===== src/rtl/assert_macros.svh =====
// assertion macros used by the rtl files
`ifndef ASSERT_MACROS_SVH
`define ASSERT_MACROS_SVH

// check a property on every clock edge outside reset
`define ASSERT_CLK(label, prop, msg) \
  label: assert property (@(posedge clk) disable iff (rst) (prop)) else $error(msg);

// check a property on every clock edge, reset included
`define ASSERT_ALWAYS(label, prop, msg) \
  label: assert property (@(posedge clk) (prop)) else $error(msg);

`endif


===== src/rtl/gdfw_pkg.sv =====
// package for the depth-first graph walker: sizes, codes and state type
package gdfw_pkg;

  // graph geometry
  localparam int NODES      = 16;
  localparam int MAX_DEGREE = 8;
  localparam int VALUE_BITS = 16;

  // fixed field widths of the channels
  localparam int OP_BITS     = 2;
  localparam int NODE_BITS   = 4;
  localparam int DATA_BITS   = 16;
  localparam int VISIT_BITS  = 16;

  // derived widths
  localparam int CNT_BITS   = $clog2(MAX_DEGREE + 1);
  localparam int ADDR_BITS  = (NODES * MAX_DEGREE > 1) ? $clog2(NODES * MAX_DEGREE) : 1;
  localparam int SP_BITS    = $clog2(NODES);
  localparam int DEPTH_BITS = $clog2(NODES + 1);

  typedef enum logic [OP_BITS-1:0] {
    OP_SET  = 2'd0,
    OP_ADD  = 2'd1,
    OP_WALK = 2'd2,
    OP_NONE = 2'd3
  } op_t;

  typedef enum logic [2:0] {
    S_IDLE,
    S_REPLY,
    S_VISIT,
    S_FETCH,
    S_CHECK,
    S_FINISH
  } state_t;

endpackage


===== src/rtl/gdfw_req_if.sv =====
// request channel: one operation per transaction
interface gdfw_req_if;
  import gdfw_pkg::*;

  logic                 valid;
  logic                 ready;
  logic [OP_BITS-1:0]   operation;
  logic [NODE_BITS-1:0] node_index;
  logic [NODE_BITS-1:0] target_index;
  logic [DATA_BITS-1:0] node_data;

  modport source (output valid, output operation, output node_index,
                  output target_index, output node_data, input ready);
  modport sink   (input valid, input operation, input node_index,
                  input target_index, input node_data, output ready);
endinterface


===== src/rtl/gdfw_rsp_if.sv =====
// response channel: one visit or status result per transaction
interface gdfw_rsp_if;
  import gdfw_pkg::*;

  logic                  valid;
  logic                  ready;
  logic [VISIT_BITS-1:0] visit_value;
  logic [NODE_BITS-1:0]  visit_node;
  logic                  status;
  logic                  last;

  modport source (output valid, output visit_value, output visit_node,
                  output status, output last, input ready);
  modport sink   (input valid, input visit_value, input visit_node,
                  input status, input last, output ready);
endinterface


===== src/rtl/graph_depth_first_walk.sv =====
// Depth-first graph walker top level: node and edge stores, stack and sequencer
//
// Usage: req carries operation, node_index, target_index and node_data; rsp
// returns visit_value, visit_node, status and last. A transaction moves on
// valid and ready both high. Set value and add edge give one result with
// last = 1; status = 1 means the edge list was full and the edge was dropped.
// A walk clears the visited marks and gives one result per reached node in
// preorder, last = 1 on the final one; a start node out of range gives none.
// req is ready only while the sequencer is idle; a result may still wait in
// the output register while the next request is taken.
// Set value and add edge pass through the reply state into the output register.
// A walk is run by the stack sequencer: a visit per reached node, an
// edge-memory read plus a target check per scanned edge, and a stack pop
// per finished node. Each walk result is held back one visit so that last
// can be marked.
// When rsp stalls, the sequencer waits at the next result with all state held.
// Reset (rst, synchronous) clears node values, edge counts, visited marks,
// stack depth and both channels; the edge memory needs no clearing pass.
`include "assert_macros.svh"

module graph_depth_first_walk
  import gdfw_pkg::*;
(
  input  logic       clk,
  input  logic       rst,
  gdfw_req_if.sink   req,
  gdfw_rsp_if.source rsp
);

  // sequencer state
  state_t state, state_next;

  // latched request
  op_t                  op_r;
  logic [NODE_BITS-1:0] node_r;
  logic [NODE_BITS-1:0] target_r;
  logic [DATA_BITS-1:0] data_r;

  // graph stores
  logic [VALUE_BITS-1:0] node_values [NODES];
  logic [CNT_BITS-1:0]   edge_counts [NODES];
  logic [NODE_BITS-1:0]  edge_mem    [NODES * MAX_DEGREE];
  logic [NODE_BITS-1:0]  mem_rdata;
  logic [NODES-1:0]      visited;

  // walk stack
  logic [NODE_BITS-1:0]  stack_node [NODES];
  logic [CNT_BITS-1:0]   stack_edge [NODES];
  logic [DEPTH_BITS-1:0] depth;
  logic [NODE_BITS-1:0]  cur;

  // result held back one visit
  logic                  pend_valid;
  logic [NODE_BITS-1:0]  pend_node;
  logic [VALUE_BITS-1:0] pend_value;

  // output register
  logic                  out_valid;
  logic [VISIT_BITS-1:0] out_value;
  logic [NODE_BITS-1:0]  out_node;
  logic                  out_status;
  logic                  out_last;

  // datapath signals
  logic                  accept;
  logic                  out_free;
  logic [DEPTH_BITS-1:0] top_full;
  logic [SP_BITS-1:0]    top_idx;
  logic [NODE_BITS-1:0]  top_node;
  logic [CNT_BITS-1:0]   top_edge;
  logic [NODE_BITS-1:0]  cnt_addr;
  logic [CNT_BITS-1:0]   sel_cnt;
  logic                  edge_more;
  logic                  tgt_ok;
  logic                  node_ok;
  logic                  target_ok;
  logic                  list_full;
  logic                  start_ok;
  logic [ADDR_BITS-1:0]  fetch_addr;
  logic [ADDR_BITS-1:0]  add_addr;

  // control from the sequencer outputs
  logic do_reply;
  logic do_visit;
  logic do_flush;
  logic do_fetch;
  logic do_pop;
  logic do_finish;

  assign accept   = req.valid && req.ready;
  assign out_free = !out_valid || rsp.ready;

  // stack top and edge count lookup
  assign top_full  = depth - 1'b1;
  assign top_idx   = top_full[SP_BITS-1:0];
  assign top_node  = stack_node[top_idx];
  assign top_edge  = stack_edge[top_idx];
  assign cnt_addr  = (state == S_FETCH) ? top_node : node_r;
  assign sel_cnt   = edge_counts[cnt_addr];
  assign edge_more = (top_edge < sel_cnt) && (32'(top_edge) < MAX_DEGREE);
  assign tgt_ok    = (32'(mem_rdata) < NODES) && !visited[mem_rdata]
                     && (32'(depth) < NODES);

  // range checks for set value, add edge and walk start
  assign node_ok   = 32'(node_r) < NODES;
  assign target_ok = 32'(target_r) < NODES;
  assign list_full = 32'(sel_cnt) >= MAX_DEGREE;
  assign start_ok  = 32'(req.node_index) < NODES;

  // edge memory addresses
  assign fetch_addr = ADDR_BITS'(ADDR_BITS'(top_node) * ADDR_BITS'(MAX_DEGREE))
                      + ADDR_BITS'(top_edge);
  assign add_addr   = ADDR_BITS'(ADDR_BITS'(node_r) * ADDR_BITS'(MAX_DEGREE))
                      + ADDR_BITS'(sel_cnt);

  // next state
  always_comb begin
    state_next = state;
    unique case (state)
      S_IDLE: begin
        if (accept) begin
          if (op_t'(req.operation) == OP_WALK) begin
            state_next = start_ok ? S_VISIT : S_IDLE;
          end else begin
            state_next = S_REPLY;
          end
        end
      end
      S_REPLY:  if (out_free) state_next = S_IDLE;
      S_VISIT:  if (!pend_valid || out_free) state_next = S_FETCH;
      S_FETCH: begin
        if (edge_more) begin
          state_next = S_CHECK;
        end else if (depth == DEPTH_BITS'(1)) begin
          state_next = S_FINISH;
        end
      end
      S_CHECK:  state_next = tgt_ok ? S_VISIT : S_FETCH;
      S_FINISH: if (out_free) state_next = S_IDLE;
      default:  state_next = S_IDLE;
    endcase
  end

  // sequencer outputs
  always_comb begin
    do_reply  = 1'b0;
    do_visit  = 1'b0;
    do_flush  = 1'b0;
    do_fetch  = 1'b0;
    do_pop    = 1'b0;
    do_finish = 1'b0;
    unique case (state)
      S_IDLE:   ;
      S_REPLY:  do_reply = out_free;
      S_VISIT: begin
        do_visit = !pend_valid || out_free;
        do_flush = pend_valid && out_free;
      end
      S_FETCH: begin
        do_fetch = edge_more;
        do_pop   = !edge_more;
      end
      S_CHECK:  ;
      S_FINISH: do_finish = out_free;
      default:  ;
    endcase
  end

  assign req.ready = (state == S_IDLE);

  // state register
  always_ff @(posedge clk) begin
    if (rst) begin
      state <= S_IDLE;
    end else begin
      state <= state_next;
    end
  end

  // request latch
  always_ff @(posedge clk) begin
    if (accept) begin
      op_r     <= op_t'(req.operation);
      node_r   <= req.node_index;
      target_r <= req.target_index;
      data_r   <= req.node_data;
    end
  end

  // node values and edge counts
  always_ff @(posedge clk) begin
    if (rst) begin
      for (int i = 0; i < NODES; i++) begin
        node_values[i] <= '0;
        edge_counts[i] <= '0;
      end
    end else if (do_reply && node_ok) begin
      unique case (op_r)
        OP_SET:  node_values[node_r] <= VALUE_BITS'(data_r);
        OP_ADD:  if (target_ok && !list_full) edge_counts[node_r] <= sel_cnt + 1'b1;
        default: ;
      endcase
    end
  end

  // edge target memory, registered read
  always_ff @(posedge clk) begin
    if (do_reply && op_r == OP_ADD && node_ok && target_ok && !list_full) begin
      edge_mem[add_addr] <= target_r;
    end
    if (do_fetch) begin
      mem_rdata <= edge_mem[fetch_addr];
    end
  end

  // visited marks, stack depth and pending result
  always_ff @(posedge clk) begin
    if (rst) begin
      visited    <= '0;
      depth      <= '0;
      pend_valid <= 1'b0;
    end else begin
      if (accept && op_t'(req.operation) == OP_WALK) begin
        visited    <= '0;
        depth      <= '0;
        pend_valid <= 1'b0;
      end else if (do_visit) begin
        visited[cur] <= 1'b1;
        depth        <= depth + 1'b1;
        pend_valid   <= 1'b1;
      end else if (do_pop) begin
        depth <= depth - 1'b1;
      end else if (do_finish) begin
        pend_valid <= 1'b0;
      end
    end
  end

  // stack entries, current node and pending payload
  always_ff @(posedge clk) begin
    if (accept) begin
      cur <= req.node_index;
    end else if (state == S_CHECK && tgt_ok) begin
      cur <= mem_rdata;
    end
    if (do_visit) begin
      stack_node[depth[SP_BITS-1:0]] <= cur;
      stack_edge[depth[SP_BITS-1:0]] <= '0;
      pend_node                      <= cur;
      pend_value                     <= node_values[cur];
    end else if (do_fetch) begin
      stack_edge[top_idx] <= top_edge + 1'b1;
    end
  end

  // output register control
  always_ff @(posedge clk) begin
    if (rst) begin
      out_valid <= 1'b0;
    end else if (do_reply || do_flush || do_finish) begin
      out_valid <= 1'b1;
    end else if (rsp.ready) begin
      out_valid <= 1'b0;
    end
  end

  // output register payload
  always_ff @(posedge clk) begin
    if (do_reply) begin
      out_value  <= '0;
      out_node   <= '0;
      out_status <= (op_r == OP_ADD) && node_ok && target_ok && list_full;
      out_last   <= 1'b1;
    end else if (do_flush || do_finish) begin
      out_value  <= VISIT_BITS'(pend_value);
      out_node   <= pend_node;
      out_status <= 1'b0;
      out_last   <= do_finish;
    end
  end

  assign rsp.valid       = out_valid;
  assign rsp.visit_value = out_value;
  assign rsp.visit_node  = out_node;
  assign rsp.status      = out_status;
  assign rsp.last        = out_last;

  // sequencer and stack checks
  `ASSERT_CLK(a_depth_bound, depth <= DEPTH_BITS'(NODES), "stack depth beyond node count")
  `ASSERT_CLK(a_check_after_fetch, state == S_CHECK |-> $past(state) == S_FETCH,
              "target check without an edge fetch")
  `ASSERT_CLK(a_pend_in_walk,
              (state == S_FETCH || state == S_CHECK || state == S_FINISH) |-> pend_valid,
              "walk running without a pending result")
  `ASSERT_CLK(a_top_visited, state == S_FETCH |-> visited[top_node],
              "stack top node not marked visited")

endmodule

===== src/flat_wrapper.sv =====
// flat-port wrapper written by rule: the top's interface ports become plain ports
module graph_depth_first_walk_flat import gdfw_pkg::*;
  (clk, rst, req_valid, req_operation, req_node_index, req_target_index, req_node_data, req_ready, rsp_valid, rsp_visit_value, rsp_visit_node, rsp_status, rsp_last, rsp_ready);
  gdfw_req_if req_i ();
  gdfw_rsp_if rsp_i ();
  input  logic clk;
  input  logic rst;
  input wire logic [$bits(req_i.valid)-1:0] req_valid;
  input wire logic [$bits(req_i.operation)-1:0] req_operation;
  input wire logic [$bits(req_i.node_index)-1:0] req_node_index;
  input wire logic [$bits(req_i.target_index)-1:0] req_target_index;
  input wire logic [$bits(req_i.node_data)-1:0] req_node_data;
  output wire logic [$bits(req_i.ready)-1:0] req_ready;
  output wire logic [$bits(rsp_i.valid)-1:0] rsp_valid;
  output wire logic [$bits(rsp_i.visit_value)-1:0] rsp_visit_value;
  output wire logic [$bits(rsp_i.visit_node)-1:0] rsp_visit_node;
  output wire logic [$bits(rsp_i.status)-1:0] rsp_status;
  output wire logic [$bits(rsp_i.last)-1:0] rsp_last;
  input wire logic [$bits(rsp_i.ready)-1:0] rsp_ready;
  assign req_i.valid = req_valid;
  assign req_i.operation = req_operation;
  assign req_i.node_index = req_node_index;
  assign req_i.target_index = req_target_index;
  assign req_i.node_data = req_node_data;
  assign req_ready = req_i.ready;
  assign rsp_valid = rsp_i.valid;
  assign rsp_visit_value = rsp_i.visit_value;
  assign rsp_visit_node = rsp_i.visit_node;
  assign rsp_status = rsp_i.status;
  assign rsp_last = rsp_i.last;
  assign rsp_i.ready = rsp_ready;
  graph_depth_first_walk u_core (.clk(clk), .rst(rst), .req(req_i), .rsp(rsp_i));
endmodule

===== config.mk =====
export PLATFORM = sky130hd
export DESIGN_NAME = graph_depth_first_walk_flat
export DESIGN_NICKNAME = d
export VERILOG_FILES = /design/src/rtl/gdfw_pkg.sv /design/src/rtl/gdfw_req_if.sv /design/src/rtl/gdfw_rsp_if.sv /design/src/rtl/graph_depth_first_walk.sv /design/src/flat_wrapper.sv
export VERILOG_INCLUDE_DIRS = /design/src /design/src/rtl
export SDC_FILE = /design/constraint.sdc
export NUM_CORES = 1
export LEC_CHECK = 0
export BUFFER_PORTS_ARGS = -buffer_cell sky130_fd_sc_hd__buf_2
export CAP_MARGIN = 20
export CORE_MARGIN = 1.5
export CORE_UTILIZATION = 70
export CTS_BUF_LIST = sky130_fd_sc_hd__clkbuf_4 sky130_fd_sc_hd__clkbuf_8
export CTS_CLUSTER_DIAMETER = 80
export CTS_CLUSTER_SIZE = 25
export DETAILED_ROUTE_END_ITERATION = 6
export PLACE_DENSITY = 0.89
export SLEW_MARGIN = 30
export SYNTH_ARGS = -nofsm -noshare
export SYNTH_HDL_FRONTEND = slang
export SYNTH_SLANG_ARGS = --single-unit

===== constraint.sdc =====
create_clock -name clk -period 14.22 [get_ports clk]
set_input_delay 2.844 -clock clk [delete_from_list [all_inputs] [get_ports clk]]
set_output_delay 2.844 -clock clk [all_outputs]
set_load 0.01 [all_outputs]

==> flow_summary.json <==
{
  "crit_chain": "inv_1 > ha_1 > buf_4 > mux4_1 > mux2i_1 > nor3_1 > a21oi_2 > buf_4 > mux2i_1 > mux2i_1 > mux2i_1 > ha_1 > nand3_1 > xor2_1 > nor4_2 > nand2_1 > nor2_1",
  "hpwl_um": 65600,
  "num_vias": 25500,
  "wl_um": 102000,
  "grtUsageMet1_pct": 43.0,
  "hp-start": "u_core.visited[5]$_SDFFE_PP0P_",
  "antenna_found_initial": 2,
  "grt_pass1_wl_um": 153000,
  "instances_no_fill": 3709,
  "worst_slack_ns": 7.50,
  "cts_max_level": 2,
  "postCtsSetupBuffers": 0,
  "finalHoldViolCount": 0,
  "synth-async-reset-ratio_pct": 0,
  "num-nets-final": 2881,
  "die_h_um": 257,
  "r2r_slack_ns": 7.50,
  "reg2reg_to": "u_core.edge_mem[102][0]$_DFFE_PP_",
  "syn_area_mm2": 0.0452,
  "slew_violations": 0,
  "hold_class": "flop to flop",
  "ant_nets": 0,
  "cts_tree": "done",
  "viasPerCell": 6.87,
  "synth-edff-count": 1015,
  "cellPowerDensity_mw_per_mm2": 126,
  "fp.coreArea_mm2": 0.0634,
  "ys_types": 66,
  "use_met2_pct": 50.5,
  "fmax_ghz": 0.149,
  "synth_seq_cells": 1062,
  "startpoint_type": "flop",
  "final_cell_area_mm2": 0.0470,
  "post_cts_resized": 0,
  "dp.cells": 3632,
  "crit_type": "flop to flop",
  "synth_area_leaders": "edfxtp_1, mux4_2, mux2i_1",
  "setup_tns_ns": 0,
  "rsz0062_at_grt": "no",
  "start_util_pct": 71.3,
  "synthAdderAreaFrac_pct": 0.387,
  "synth_area_per_cell_um2": 15.7,
  "cp_slowest_cell": "mux2i_1",
  "filler_cell_count": 3534,
  "seq_area_frac_synth_pct": 69.5,
  "path_clk_slew_ns": 0.14,
  "cp_num_buf_inv": 3,
  "first_pass_iters": 6,
  "tightestPinTransition_ns": 0.959,
  "clock_sinks": 1062,
  "cp_slowest_stage_delay_ns": 0.73,
  "wl_per_cell_um": 27.5,
  "syn2layout_area_growth_pct": 3.95,
  "die_w_um": 257,
  "port_buffers": 53,
  "finClkSkew_ns": 0.0680,
  "maxCapViolCount": 0,
  "gp_congestion": 0.915,
  "placementRows": 92,
  "crit_required_ns": 14.58,
  "setup_violations": 0,
  "ir_drop_v": 0.000117,
  "cts_root_buf": "clkbuf_8",
  "synth.top_cell.area_share_pct": 67.4,
  "grt_util_met3_pct": 5.57,
  "final.min_clock_period_ns": 6.72,
  "synth_compound_area_share_pct": 5.23,
  "grt_pass1_vias": 25300,
  "yosysWarnings": 0,
  "leakage_nw": 16.0,
  "grt_max_degree": 85,
  "relSlewSlack_pct": 36.1,
  "end_kind": "flop",
  "drive_above_1_share_pct": 13.6,
  "whs_ns": 0.491,
  "busiest_layer": "met2",
  "drt_iter0_drc": 3479,
  "r2r_cells": 17,
  "numCtsBuffers": 49,
  "crit_top_cell": "mux2i_1",
  "ios": 54,
  "worstPathMaxFanout": 31,
  "synth_top_family_by_area": "multiplexers",
  "arrival_ns": 7.08,
  "final_common_cell": "edfxtp_1",
  "place_ws_ns": 7.50,
  "synthesis.nets": 2918,
  "hold_depth": 2,
  "status": "completed",
  "synth_top_area_cell": "edfxtp_1",
  "gr-total-overflow": 0,
  "fp.dieArea_mm2": 0.0661,
  "synth_simple_gate_area_share_pct": 9.40,
  "clk_path_buf_depth": 3,
  "path_delay_family": "simple AND/OR/NAND/NOR gates",
  "insertion_delay_ns": 0.74,
  "cts_hold_buf": 0,
  "fin_crit_sh_pct": 47.3,
  "whs_endpoint": "u_core.visited[5]$_SDFFE_PP0P_",
  "synthXorXnorAreaFrac_pct": 0.324,
  "layout_common_cells": "edfxtp_1, and2_1, nor2_1",
  "reg2reg_from": "u_core.depth[1]$_SDFFE_PP0P_",
  "grt_usage_pct": 30.9,
  "drc_errors": 0,
  "synthCells": 2874,
  "synthMuxAreaShare_pct": 12.8,
  "synth_flop_cell": "edfxtp_1",
  "dpl-instance-area_mm2": 0.0461
}
## cells in the mapped netlist, types with 3 or more instances
master    count
clkbuf_1    112
nor3_1       64
o22ai_1      16
mux2i_1     240
mux2_2       22
mux4_1        9
nand2b_1      9
or2_2        21
nor2b_1      87
a31oi_1      22
o21ai_0       6
or3_1         3
nor4_1        5
a211oi_1    134
buf_6         9
and2_1      271
a211o_1      13
buf_4        19
mux4_2      128
dfxtp_1      47
a221oi_1      3
clkinv_1      3
inv_1        12
buf_2        41
a21oi_1      93
buf_1        12
nor2_1      250
xor2_1        5
ha_1         14
a211oi_2      4
xnor2_1       8
o21bai_1     16
o211ai_1     14
nand2_1      72
and3_1        8
mux2i_2       3
nand3_1      15
a21o_1        5
nand3b_1      7
edfxtp_1   1015
## worst reg2reg max path: stages, from the launching register on
cell and delay (ns):
dfxtp_1 0.52, inv_1 0.16, ha_1 0.53, buf_4 0.47, mux4_1 0.39, mux2i_1 0.30
nor3_1 0.17, a21oi_2 0.16, buf_4 0.33, mux2i_1 0.24, mux2i_1 0.09, mux2i_1 0.73
ha_1 0.33, nand3_1 0.14, xor2_1 0.24, nor4_2 0.69, nand2_1 0.44, nor2_1 0.43
## where the power goes
part           switching, mW  internal [mW]  total, mW
registers             0.0428           3.48       3.53
logic                  0.736          0.390       1.13
clock network          0.878          0.403       1.28
## stage by stage
stage	power, mW	util [%]
floorplan	4.35	-
global placement	4.64	72.6
detailed placement	4.69	72.6
CTS	5.90	74.1
global route	6.08	74.1
finish	5.93	74.1
## cell families (layout without fill, tap and decap cells)
| logic type | Yosys count | after routing |
|---|---|---|
| simple gates | 821 | 821 |
| flops | 1062 | 1062 |
| compound gates | 346 | 346 |
| buf+inv | 214 | 202 |
| xor+xnor | 15 | 15 |
| other cells | 0 | 1 |
| mux | 402 | 402 |
| fa+ha+maj | 14 | 14 |
## registers in the layout, indices dropped and copies added (netlist names), 4 cells and up
| signal | count |
|---|---|
| u_core.cur | 4 |
| u_core.data_r | 16 |
| u_core.depth | 5 |
| u_core.edge_counts | 64 |
| u_core.edge_mem | 512 |
| u_core.mem_rdata | 4 |
| u_core.node_r | 4 |
| u_core.node_values | 256 |
| u_core.pend_node | 4 |
| u_core.pend_value | 16 |
| u_core.rsp.visit_node | 4 |
| u_core.rsp.visit_value | 16 |
| u_core.stack_edge | 64 |
| u_core.stack_node | 64 |
| u_core.target_r | 4 |
| u_core.visited | 16 |
## worst max path at each step
stage,start,slack (ns),cells past startpoint,endpoint
floorplan,u_core.depth[0]$_SDFFE_PP0P_,8.12,24,u_core.stack_edge[12][0]$_DFFE_PP_
global placement,u_core.depth[0]$_SDFFE_PP0P_,7.71,15,u_core.edge_mem[101][0]$_DFFE_PP_
detailed placement,u_core.depth[0]$_SDFFE_PP0P_,7.50,15,u_core.edge_mem[99][0]$_DFFE_PP_
CTS,u_core.depth[0]$_SDFFE_PP0P_,7.43,15,u_core.edge_mem[102][0]$_DFFE_PP_
global route,u_core.depth[0]$_SDFFE_PP0P_,7.08,17,u_core.edge_mem[101][0]$_DFFE_PP_
finish,u_core.depth[1]$_SDFFE_PP0P_,7.50,17,u_core.edge_mem[102][0]$_DFFE_PP_
## area by class of cell
cell class | instances | area, um^2 | share of cell area (%)
sequential | 1062 | 31400 | 66.8
multi-input combinational | 1598 | 12800 | 27.3
tap | 846 | 1060 | 2.25
clock buffer | 69 | 831 | 1.77
timing repair buffer | 110 | 704 | 1.50
clock inverter | 7 | 78.8 | 0.168
inverter | 16 | 60.1 | 0.128
antenna | 1 | 2.50 | 0.00532
## per-layer routing
layer / up-vias / share of wire [%] / wire [um]
met4: 0 / 3.5 / 3600
met3: 241 / 10 / 10700
li1: 10900 / - / -
met2: 1683 / 49 / 49900
met5: - / 0 / 0
met1: 12700 / 37 / 37600
Power figures use the tool's default switching activity.
